[src/hdl/i2cm_pkg.sv]
// ============================================================================
// I2C master bit engine package
// Shared types, command codes, register indexes and reset values of the I2C
// master bit engine.
// ============================================================================
package i2cm_pkg;

    localparam int TIMER_BITS_DEF = 8;
    localparam int CFG_IDX_W      = 2;

    localparam logic [CFG_IDX_W-1:0] CFG_IDX_START_STOP_HOLD = 2'd0;
    localparam logic [CFG_IDX_W-1:0] CFG_IDX_BIT_HALF        = 2'd1;
    localparam logic [CFG_IDX_W-1:0] CFG_IDX_ACK_TIMEOUT     = 2'd2;

    localparam logic [7:0] START_STOP_HOLD_RST = 8'd4;
    localparam logic [7:0] BIT_HALF_RST        = 8'd2;
    localparam logic [7:0] ACK_TIMEOUT_RST     = 8'd250;

    typedef enum logic [2:0] {
        CMD_NONE     = 3'd0,
        CMD_START    = 3'd1,
        CMD_STOP     = 3'd2,
        CMD_WRITE    = 3'd3,
        CMD_READ     = 3'd4,
        CMD_WAIT_ACK = 3'd5,
        CMD_ACK      = 3'd6,
        CMD_NACK     = 3'd7
    } cmd_t;

    typedef struct packed {
        logic [7:0] start_stop_hold;
        logic [7:0] bit_half;
        logic [7:0] ack_timeout;
    } cfg_t;

    typedef struct packed {
        logic       scl;
        logic       sda_out;
        logic       sda_drive;
        logic       busy;
        logic       done;
        logic [7:0] rx_byte;
        logic       ack_fail;
    } res_t;

endpackage

[src/hdl/i2cm_core.sv]
// ============================================================================
// I2C master bit engine sequencer
// Command state, segment timer, shift register and line registers. One tick
// is processed per step; the result of the tick is presented combinationally.
// ============================================================================
module i2cm_core #(
    parameter int TIMER_BITS = i2cm_pkg::TIMER_BITS_DEF
) (
    input  logic             aclk,
    input  logic             aresetn,
    input  logic             step,
    input  logic [2:0]       cmd_in,
    input  logic [7:0]       tx_byte,
    input  logic             ack_after_read,
    input  logic             sda_in,
    input  i2cm_pkg::cfg_t   cfg,
    output i2cm_pkg::res_t   res
);

    localparam logic [16:0] TICK_MAX = 17'((17'd1 << TIMER_BITS) - 17'd1);

    function automatic logic [TIMER_BITS-1:0] hold_load(input logic [7:0] v);
        logic [16:0] d;
        begin
            d = (v == 8'd0) ? 17'd0 : ({9'd0, v} - 17'd1);
            if (d > TICK_MAX) begin
                d = TICK_MAX;
            end
            return d[TIMER_BITS-1:0];
        end
    endfunction

    i2cm_pkg::cmd_t        cmd_new;
    i2cm_pkg::cmd_t        act_reg, act_next;
    logic [2:0]            phase_reg, phase_next;
    logic [TIMER_BITS-1:0] tick_reg, tick_next;
    logic [3:0]            bit_reg, bit_next;
    logic [7:0]            shift_reg, shift_next;
    logic [7:0]            poll_reg, poll_next;
    logic [7:0]            rx_reg, rx_next;
    logic                  fail_reg, fail_next;
    logic                  ack_sel_reg, ack_sel_next;
    logic                  scl_reg, scl_next;
    logic                  sda_reg, sda_next;
    logic                  drv_reg, drv_next;

    logic [TIMER_BITS-1:0] ld_hold, ld_bit;
    logic                  e_go;
    logic [2:0]            e_ph;
    logic                  do_poll;
    logic                  poll_done;
    logic                  is_last;
    logic                  done;

    assign cmd_new = i2cm_pkg::cmd_t'(cmd_in);
    assign ld_hold = hold_load(cfg.start_stop_hold);
    assign ld_bit  = hold_load(cfg.bit_half);

    always_comb begin
        act_next     = act_reg;
        phase_next   = phase_reg;
        tick_next    = tick_reg;
        bit_next     = bit_reg;
        shift_next   = shift_reg;
        poll_next    = poll_reg;
        rx_next      = rx_reg;
        fail_next    = fail_reg;
        ack_sel_next = ack_sel_reg;
        scl_next     = scl_reg;
        sda_next     = sda_reg;
        drv_next     = drv_reg;
        e_go         = 1'b0;
        e_ph         = 3'd0;
        do_poll      = 1'b0;
        poll_done    = 1'b0;
        is_last      = 1'b0;
        done         = 1'b0;

        if (act_reg == i2cm_pkg::CMD_NONE) begin
            if (cmd_new != i2cm_pkg::CMD_NONE) begin
                act_next   = cmd_new;
                bit_next   = 4'd0;
                poll_next  = 8'd0;
                shift_next = (cmd_new == i2cm_pkg::CMD_WRITE) ? tx_byte : 8'd0;
                if (cmd_new == i2cm_pkg::CMD_READ) begin
                    ack_sel_next = ack_after_read;
                end else if (cmd_new == i2cm_pkg::CMD_ACK) begin
                    ack_sel_next = 1'b1;
                end else if (cmd_new == i2cm_pkg::CMD_NACK) begin
                    ack_sel_next = 1'b0;
                end
                e_go = 1'b1;
                e_ph = (cmd_new == i2cm_pkg::CMD_ACK || cmd_new == i2cm_pkg::CMD_NACK)
                       ? 3'd2 : 3'd0;
            end
        end else if (act_reg == i2cm_pkg::CMD_WAIT_ACK && phase_reg == 3'd2) begin
            do_poll = 1'b1;
        end else if (tick_reg != '0) begin
            tick_next = tick_reg - 1'b1;
        end else begin
            case (act_reg)
                i2cm_pkg::CMD_WRITE: begin
                    e_go = 1'b1;
                    if (phase_reg < 3'd2) begin
                        e_ph = phase_reg + 3'd1;
                    end else begin
                        bit_next   = bit_reg + 4'd1;
                        shift_next = {shift_reg[6:0], 1'b0};
                        e_ph       = 3'd0;
                    end
                end
                i2cm_pkg::CMD_READ, i2cm_pkg::CMD_ACK, i2cm_pkg::CMD_NACK: begin
                    e_go = 1'b1;
                    if (phase_reg == 3'd1) begin
                        bit_next = bit_reg + 4'd1;
                        if (bit_reg >= 4'd7) begin
                            rx_next = shift_reg;
                            e_ph    = 3'd2;
                        end else begin
                            e_ph = 3'd0;
                        end
                    end else begin
                        e_ph = phase_reg + 3'd1;
                    end
                end
                i2cm_pkg::CMD_WAIT_ACK: begin
                    if (phase_reg == 3'd0) begin
                        e_go = 1'b1;
                        e_ph = 3'd1;
                    end else begin
                        do_poll = 1'b1;
                    end
                end
                default: begin
                    e_go = 1'b1;
                    e_ph = phase_reg + 3'd1;
                end
            endcase
        end

        if (do_poll) begin
            phase_next = 3'd2;
            if (!sda_in) begin
                scl_next  = 1'b0;
                fail_next = 1'b0;
                poll_done = 1'b1;
            end else if (poll_reg >= cfg.ack_timeout) begin
                fail_next = 1'b1;
                act_next  = i2cm_pkg::CMD_STOP;
                e_go      = 1'b1;
                e_ph      = 3'd0;
            end else begin
                poll_next = poll_reg + 8'd1;
            end
        end

        if (e_go) begin
            phase_next = e_ph;
            tick_next  = '0;
            case (act_next)
                i2cm_pkg::CMD_START: begin
                    if (e_ph == 3'd0) begin
                        scl_next  = 1'b1;
                        sda_next  = 1'b1;
                        drv_next  = 1'b1;
                        tick_next = ld_hold;
                    end else if (e_ph == 3'd1) begin
                        sda_next  = 1'b0;
                        tick_next = ld_hold;
                    end else begin
                        scl_next = 1'b0;
                    end
                end
                i2cm_pkg::CMD_STOP: begin
                    scl_next  = (e_ph != 3'd0);
                    sda_next  = (e_ph != 3'd0);
                    drv_next  = 1'b1;
                    tick_next = ld_hold;
                end
                i2cm_pkg::CMD_WRITE: begin
                    if (e_ph == 3'd0) begin
                        scl_next = 1'b0;
                        sda_next = shift_next[7];
                        drv_next = 1'b1;
                    end else begin
                        scl_next = (e_ph == 3'd1);
                    end
                    tick_next = ld_bit;
                end
                i2cm_pkg::CMD_READ, i2cm_pkg::CMD_ACK, i2cm_pkg::CMD_NACK: begin
                    if (e_ph == 3'd0) begin
                        scl_next  = 1'b0;
                        sda_next  = 1'b1;
                        drv_next  = 1'b0;
                        tick_next = ld_bit;
                    end else if (e_ph == 3'd1) begin
                        scl_next   = 1'b1;
                        shift_next = {shift_next[6:0], sda_in};
                    end else if (e_ph == 3'd2) begin
                        scl_next  = 1'b0;
                        sda_next  = !ack_sel_next;
                        drv_next  = 1'b1;
                        tick_next = ld_bit;
                    end else if (e_ph == 3'd3) begin
                        scl_next  = 1'b1;
                        tick_next = ld_bit;
                    end else begin
                        scl_next = 1'b0;
                    end
                end
                i2cm_pkg::CMD_WAIT_ACK: begin
                    if (e_ph == 3'd0) begin
                        sda_next = 1'b1;
                        drv_next = 1'b0;
                    end else begin
                        scl_next = 1'b1;
                    end
                end
                default: begin
                    tick_next = '0;
                end
            endcase
        end

        case (act_next)
            i2cm_pkg::CMD_START: is_last = (phase_next == 3'd2);
            i2cm_pkg::CMD_STOP:  is_last = (phase_next == 3'd1);
            i2cm_pkg::CMD_WRITE: is_last = (phase_next == 3'd2) && (bit_next == 4'd7);
            i2cm_pkg::CMD_READ, i2cm_pkg::CMD_ACK, i2cm_pkg::CMD_NACK: begin
                is_last = (phase_next == 3'd4);
            end
            default:             is_last = 1'b0;
        endcase

        done = poll_done || (is_last && tick_next == '0);
        if (done) begin
            act_next   = i2cm_pkg::CMD_NONE;
            phase_next = 3'd0;
            tick_next  = '0;
        end
    end

    always_ff @(posedge aclk) begin
        if (!aresetn) begin
            act_reg     <= i2cm_pkg::CMD_NONE;
            phase_reg   <= 3'd0;
            tick_reg    <= '0;
            bit_reg     <= 4'd0;
            shift_reg   <= 8'd0;
            poll_reg    <= 8'd0;
            rx_reg      <= 8'd0;
            fail_reg    <= 1'b0;
            ack_sel_reg <= 1'b0;
            scl_reg     <= 1'b1;
            sda_reg     <= 1'b1;
            drv_reg     <= 1'b1;
        end else if (step) begin
            act_reg     <= act_next;
            phase_reg   <= phase_next;
            tick_reg    <= tick_next;
            bit_reg     <= bit_next;
            shift_reg   <= shift_next;
            poll_reg    <= poll_next;
            rx_reg      <= rx_next;
            fail_reg    <= fail_next;
            ack_sel_reg <= ack_sel_next;
            scl_reg     <= scl_next;
            sda_reg     <= sda_next;
            drv_reg     <= drv_next;
        end
    end

    assign res.scl       = scl_next;
    assign res.sda_out   = sda_next;
    assign res.sda_drive = drv_next;
    assign res.busy      = (act_next != i2cm_pkg::CMD_NONE);
    assign res.done      = done;
    assign res.rx_byte   = rx_next;
    assign res.ack_fail  = fail_next;

    a_done_goes_idle: assert property (@(posedge aclk) disable iff (!aresetn)
        step && res.done |=> act_reg == i2cm_pkg::CMD_NONE)
        else $error("Command still active after its final tick.");

    a_new_cmd_runs: assert property (@(posedge aclk) disable iff (!aresetn)
        step && act_reg == i2cm_pkg::CMD_NONE && cmd_new != i2cm_pkg::CMD_NONE
        |=> act_reg != i2cm_pkg::CMD_NONE)
        else $error("A new command finished on its first tick.");

    a_no_step_holds: assert property (@(posedge aclk) disable iff (!aresetn)
        !step |=> $stable(act_reg) && $stable(tick_reg) && $stable(scl_reg))
        else $error("Sequencer state moved without an accepted word.");

    a_bit_range: assert property (@(posedge aclk) disable iff (!aresetn)
        bit_reg <= 4'd8)
        else $error("Bit index ran past the end of the byte.");

    a_phase_range: assert property (@(posedge aclk) disable iff (!aresetn)
        phase_reg <= 3'd4)
        else $error("Phase outside the segment sequence.");

endmodule

[src/hdl/i2c_master_bit_engine.sv]
// A result word is presented in the cycle after its tick word is accepted.
// Throughput: a tick word per cycle unless stalled; one sequencer step per word.
// The single output register is refilled in the cycle it is drained.
// Reset (aresetn low, synchronous): engine idle, SCL and SDA high and driven,
// received byte and failure flag cleared, registers at 4, 2 and 250.
// ============================================================================
// I2C master bit engine
// Tick-driven I2C master: start, stop, byte write, byte read, acknowledge
// and acknowledge wait with timeout, with a configuration write port.
// ============================================================================
module i2c_master_bit_engine #(
    parameter int TIMER_BITS = i2cm_pkg::TIMER_BITS_DEF
) (
    input  logic                          aclk,
    input  logic                          aresetn,
    input  logic                          cfg_valid,
    output logic                          cfg_ready,
    input  logic [i2cm_pkg::CFG_IDX_W-1:0] cfg_index,
    input  logic [7:0]                    cfg_data,
    input  logic                          s_valid,
    output logic                          s_ready,
    input  logic [2:0]                    s_command,
    input  logic [7:0]                    s_tx_byte,
    input  logic                          s_ack_after_read,
    input  logic                          s_sda_in,
    output logic                          m_valid,
    input  logic                          m_ready,
    output logic                          m_scl,
    output logic                          m_sda_out,
    output logic                          m_sda_drive,
    output logic                          m_busy_res,
    output logic                          m_done_res,
    output logic [7:0]                    m_rx_byte,
    output logic                          m_ack_fail
);

    i2cm_pkg::cfg_t cfg_reg;
    i2cm_pkg::res_t res_now;
    i2cm_pkg::res_t out_reg;
    logic           m_valid_reg;
    logic           step;

    assign cfg_ready = 1'b1;
    assign s_ready   = !m_valid_reg || m_ready;
    assign step      = s_valid && s_ready;

    always_ff @(posedge aclk) begin
        if (!aresetn) begin
            cfg_reg.start_stop_hold <= i2cm_pkg::START_STOP_HOLD_RST;
            cfg_reg.bit_half        <= i2cm_pkg::BIT_HALF_RST;
            cfg_reg.ack_timeout     <= i2cm_pkg::ACK_TIMEOUT_RST;
        end else if (cfg_valid && cfg_ready) begin
            case (cfg_index)
                i2cm_pkg::CFG_IDX_START_STOP_HOLD: cfg_reg.start_stop_hold <= cfg_data;
                i2cm_pkg::CFG_IDX_BIT_HALF:        cfg_reg.bit_half        <= cfg_data;
                i2cm_pkg::CFG_IDX_ACK_TIMEOUT:     cfg_reg.ack_timeout     <= cfg_data;
                default: begin
                end
            endcase
        end
    end

    i2cm_core #(
        .TIMER_BITS(TIMER_BITS)
    ) u_core (
        .aclk          (aclk),
        .aresetn       (aresetn),
        .step          (step),
        .cmd_in        (s_command),
        .tx_byte       (s_tx_byte),
        .ack_after_read(s_ack_after_read),
        .sda_in        (s_sda_in),
        .cfg           (cfg_reg),
        .res           (res_now)
    );

    always_ff @(posedge aclk) begin
        if (!aresetn) begin
            m_valid_reg <= 1'b0;
        end else if (step) begin
            m_valid_reg <= 1'b1;
        end else if (m_ready) begin
            m_valid_reg <= 1'b0;
        end
        if (step) begin
            out_reg <= res_now;
        end
    end

    assign m_valid     = m_valid_reg;
    assign m_scl       = out_reg.scl;
    assign m_sda_out   = out_reg.sda_out;
    assign m_sda_drive = out_reg.sda_drive;
    assign m_busy_res  = out_reg.busy;
    assign m_done_res  = out_reg.done;
    assign m_rx_byte   = out_reg.rx_byte;
    assign m_ack_fail  = out_reg.ack_fail;

endmodule

[config.mk]
export PLATFORM = sky130hd
export DESIGN_NAME = i2c_master_bit_engine
export DESIGN_NICKNAME = d
export VERILOG_FILES = /design/src/hdl/i2cm_pkg.sv /design/src/hdl/i2cm_core.sv /design/src/hdl/i2c_master_bit_engine.sv
export SDC_FILE = /design/constraint.sdc
export NUM_CORES = 1
export LEC_CHECK = 0
export BUFFER_PORTS_ARGS = -buffer_cell sky130_fd_sc_hd__buf_2
export CORE_MARGIN = 2
export CORE_UTILIZATION = 35
export DETAILED_ROUTE_END_ITERATION = 8
export SYNTH_ARGS = -nofsm -noshare
export SYNTH_HDL_FRONTEND = slang
export SYNTH_SLANG_ARGS = --single-unit
[constraint.sdc]
create_clock -name aclk -period 3.2 [get_ports aclk]
set_clock_uncertainty 0.05 [all_clocks]
set_input_delay 0.96 -clock aclk [delete_from_list [all_inputs] [get_ports aclk]]
set_output_delay 0.96 -clock aclk [all_outputs]
set_load 0.005 [all_outputs]
==> reports/metrics.yaml <==
outcome:
  status: "finished, violations left"
  violations: "setup timing"
clock_tree:
  htreeDepth: 3
  clock_path_buffers: 2
  clock_sinks: 86
  cts_buffers: 9
  ctsHoldBuffers: 0
  clk_pin_slew_ps: 70
  cts_tree: "yes"
  root_buffer: "clkbuf_16"
  clk_latency_ps: 360
worst_hold_path:
  min-delay-path-class: "reg -> reg"
  worstHoldStart: "u_core.ack_sel_reg"
flow_run:
  drv_cap: 0
timing:
  postLayoutSetupSlackWorst_ps: -104
  max_freq_mhz: 303
  fin_tns_setup_ps: -454
  hold_violations: 0
  slew_viol_final: 0
  rsz0062_at_grt: "yes"
  fin_crit_ps: 3300
  min_period_over_period_pct: 103
  worstMarginPinSlew_ps: 675
  setup_violations: 7
  slew_headroom_pct: 54.5
die:
  die_w_um: 128
  rows: 45
  die_y_um: 128
  start_util_pct: 35.5
  fp.dieArea_mm2: 0.0163
  core_mm2: 0.0151
  boundaryPins: 45
routing:
  drtPass1Iterations: 4
  wl_per_cell_um: 17.1
  avgViaCountPerCell: 5.41
  drc: 0
  wirelength_um: 17000
  drtIter0Drc: 304
  ant_nets: 0
  num_vias: 5374
synth:
  synth_warnings: 0
  async_reset_ff_share_pct: 0
  ys.flop_type: "dfxtp_1"
  synth_seq_area_share_pct: 34.7
  synth_most_common_cell: "nor2_1"
  yosys-top-cells-area: "dfxtp_1 (27%), edfxtp_1 (7.8%), nor2_1 (5.5%)"
  syn_inst: 655
  yosysUniqueCellTypes: 88
  synth_common_cells: "nor2_1 (79), nand2_1 (77), dfxtp_1 (72)"
  synth_nets: 701
  avgSynthCellArea_um2: 8.19
  ys_ff_latch: 86
  yosysTopAreaCell: "dfxtp_1"
  syn_area_mm2: 0.00536
  yosysTopAreaCellShare_pct: 26.9
  synth-edff-count: 14
grt:
  grt_max_degree: 48
  grt.total_usage_pct: 21.0
  grt.overflow.total: 0
  grt_pass1_wl_um: 26700
  antenna_found_initial: 0
  grt_pass1_vias: 5159
critical_path:
  worstSetupStartpoint: "u_core.tick_reg[2]"
  r2r-start: "u_core.tick_reg[2]"
  critPathMaxFanout: 5
  path_class: "reg -> reg"
  crit_arrival_ps: 3360
  critPathMaxStageDelay_ps: 620
  crit_required_ps: 3260
  crit_slowest_cell: "or4b_4"
  start_kind: "flip-flop"
  crit_chain: "or4_4, or4b_4, a21boi_4, nand2_4, nand3_4, o22a_1, o21ai_4, nor4_4, nand2_1, and3_1"
  worstSetupEndpointType: "flip-flop"
placement:
  dp_hpwl_um: 13000
  placed_area_mm2: 0.00656
  routabilityCongestion: 0.925
  port_buffers: 43
layout:
  final_util_pct: 47.2
  largest_reg_flops: 24
  syn_to_final_growth_pct: 32.9
  final_nets: 846
  drive_gt1_share_pct: 31.2
  fin_area_mm2: 0.00713
  diodes: 0
power_and_ir_drop:
  peakVddDrop_mv: 0.414
  total_leakage_power_uw: 0.00307
  power_density_mw_per_mm2: 510
## logic make-up after synthesis
family                     synth area share, %
DFF                                       34.7
xor gates and xnor gates                  2.94
other                                   0.0699
adders and majority gates                 4.20
buffers and inverters                     4.39
and+or+nand+nor                           26.3
AOI/OAI and AO/OA                         22.0
muxes                                     5.32
## layout by cell type (no fill, tap or decap), drive strengths merged, types with 6 or more instances in the layout
master / instances
nand3b: 6
xor2: 9
nand2: 79
nor3b: 10
nor2: 81
a21oi: 43
o211ai: 15
nand4: 8
mux2i: 18
nor3: 23
nand2b: 7
buf: 166
and3: 7
a22o: 10
a211oi: 6
nand3: 18
edfxtp: 14
o21ai: 28
or3: 7
mux2: 9
clkbuf: 11
a22oi: 10
and2: 7
xnor2: 9
inv: 28
ha: 18
a21o: 9
dfxtp: 72
## power by group
part,total [uW],switching [uW],leakage [uW],internal (uW)
Clock,1090,487,0.000150,608
Sequential,1220,45.5,0.000725,1170
Combinational,1320,684,0.00220,638
Total,3640,1220,0.00307,2420
## path summary, 6_finish.rpt
path / end / slack (ps) / depth (start not counted)
max: m_busy_res / -100 / 10
min: u_core.ack_sel_reg / 410 / 2
max reg2reg: m_busy_res / -100 / 10
min reg2reg: u_core.ack_sel_reg / 410 / 2
## per-stage QoR
step	worst slack, ps	total power [uW]	hold WS [ps]	instances
finish	-104	3640	411	993
global route	-207	3810	446	993
CTS	-102	3560	417	989
detailed placement	-264	2390	408	968
global placement	-206	2370	399	968
floorplan	-33.2	1870	383	655
## critical path: cells and delay by family, from the launching register on
| kind | cells | cell delay [ps] |
|---|---|---|
| flip-flops | 1 | 320 |
| AO/OA/AOI/OAI | 3 | 520 |
| AND/OR/NAND/NOR | 7 | 2150 |
## per-layer routing
metal | part of all wire (%) | global-route usage (%) | vias to the layer above | wire, um
met3 | 4.2 | 4.42 | 27 | 720
met1 | 46 | 26.8 | 2560 | 7820
met2 | 47 | 34.9 | 127 | 7970
met5 | 0 | 0 | - | 0
met4 | 2.8 | 7.76 | 0 | 472
li1 | - | - | 2660 | -
## cell type report
cell class                 count  area (um2)
clock inverter                 5        45.0
tap                          188         235
multi-input combinational    512        3470
fill                        1475        7960
inverter                      25        93.8
sequential                    86        1870
timing repair buffer         166        1150
clock buffer                  11         264
## repair_timing
action                                  in CTS  in global routing
endpoints found under the setup margin       8                 11
resized for setup                           23                 15
endpoints found under the hold margin        0                  0
pin swaps                                   14                  5
buffers inserted                             5                  4
Power figures use the tool's default switching activity.
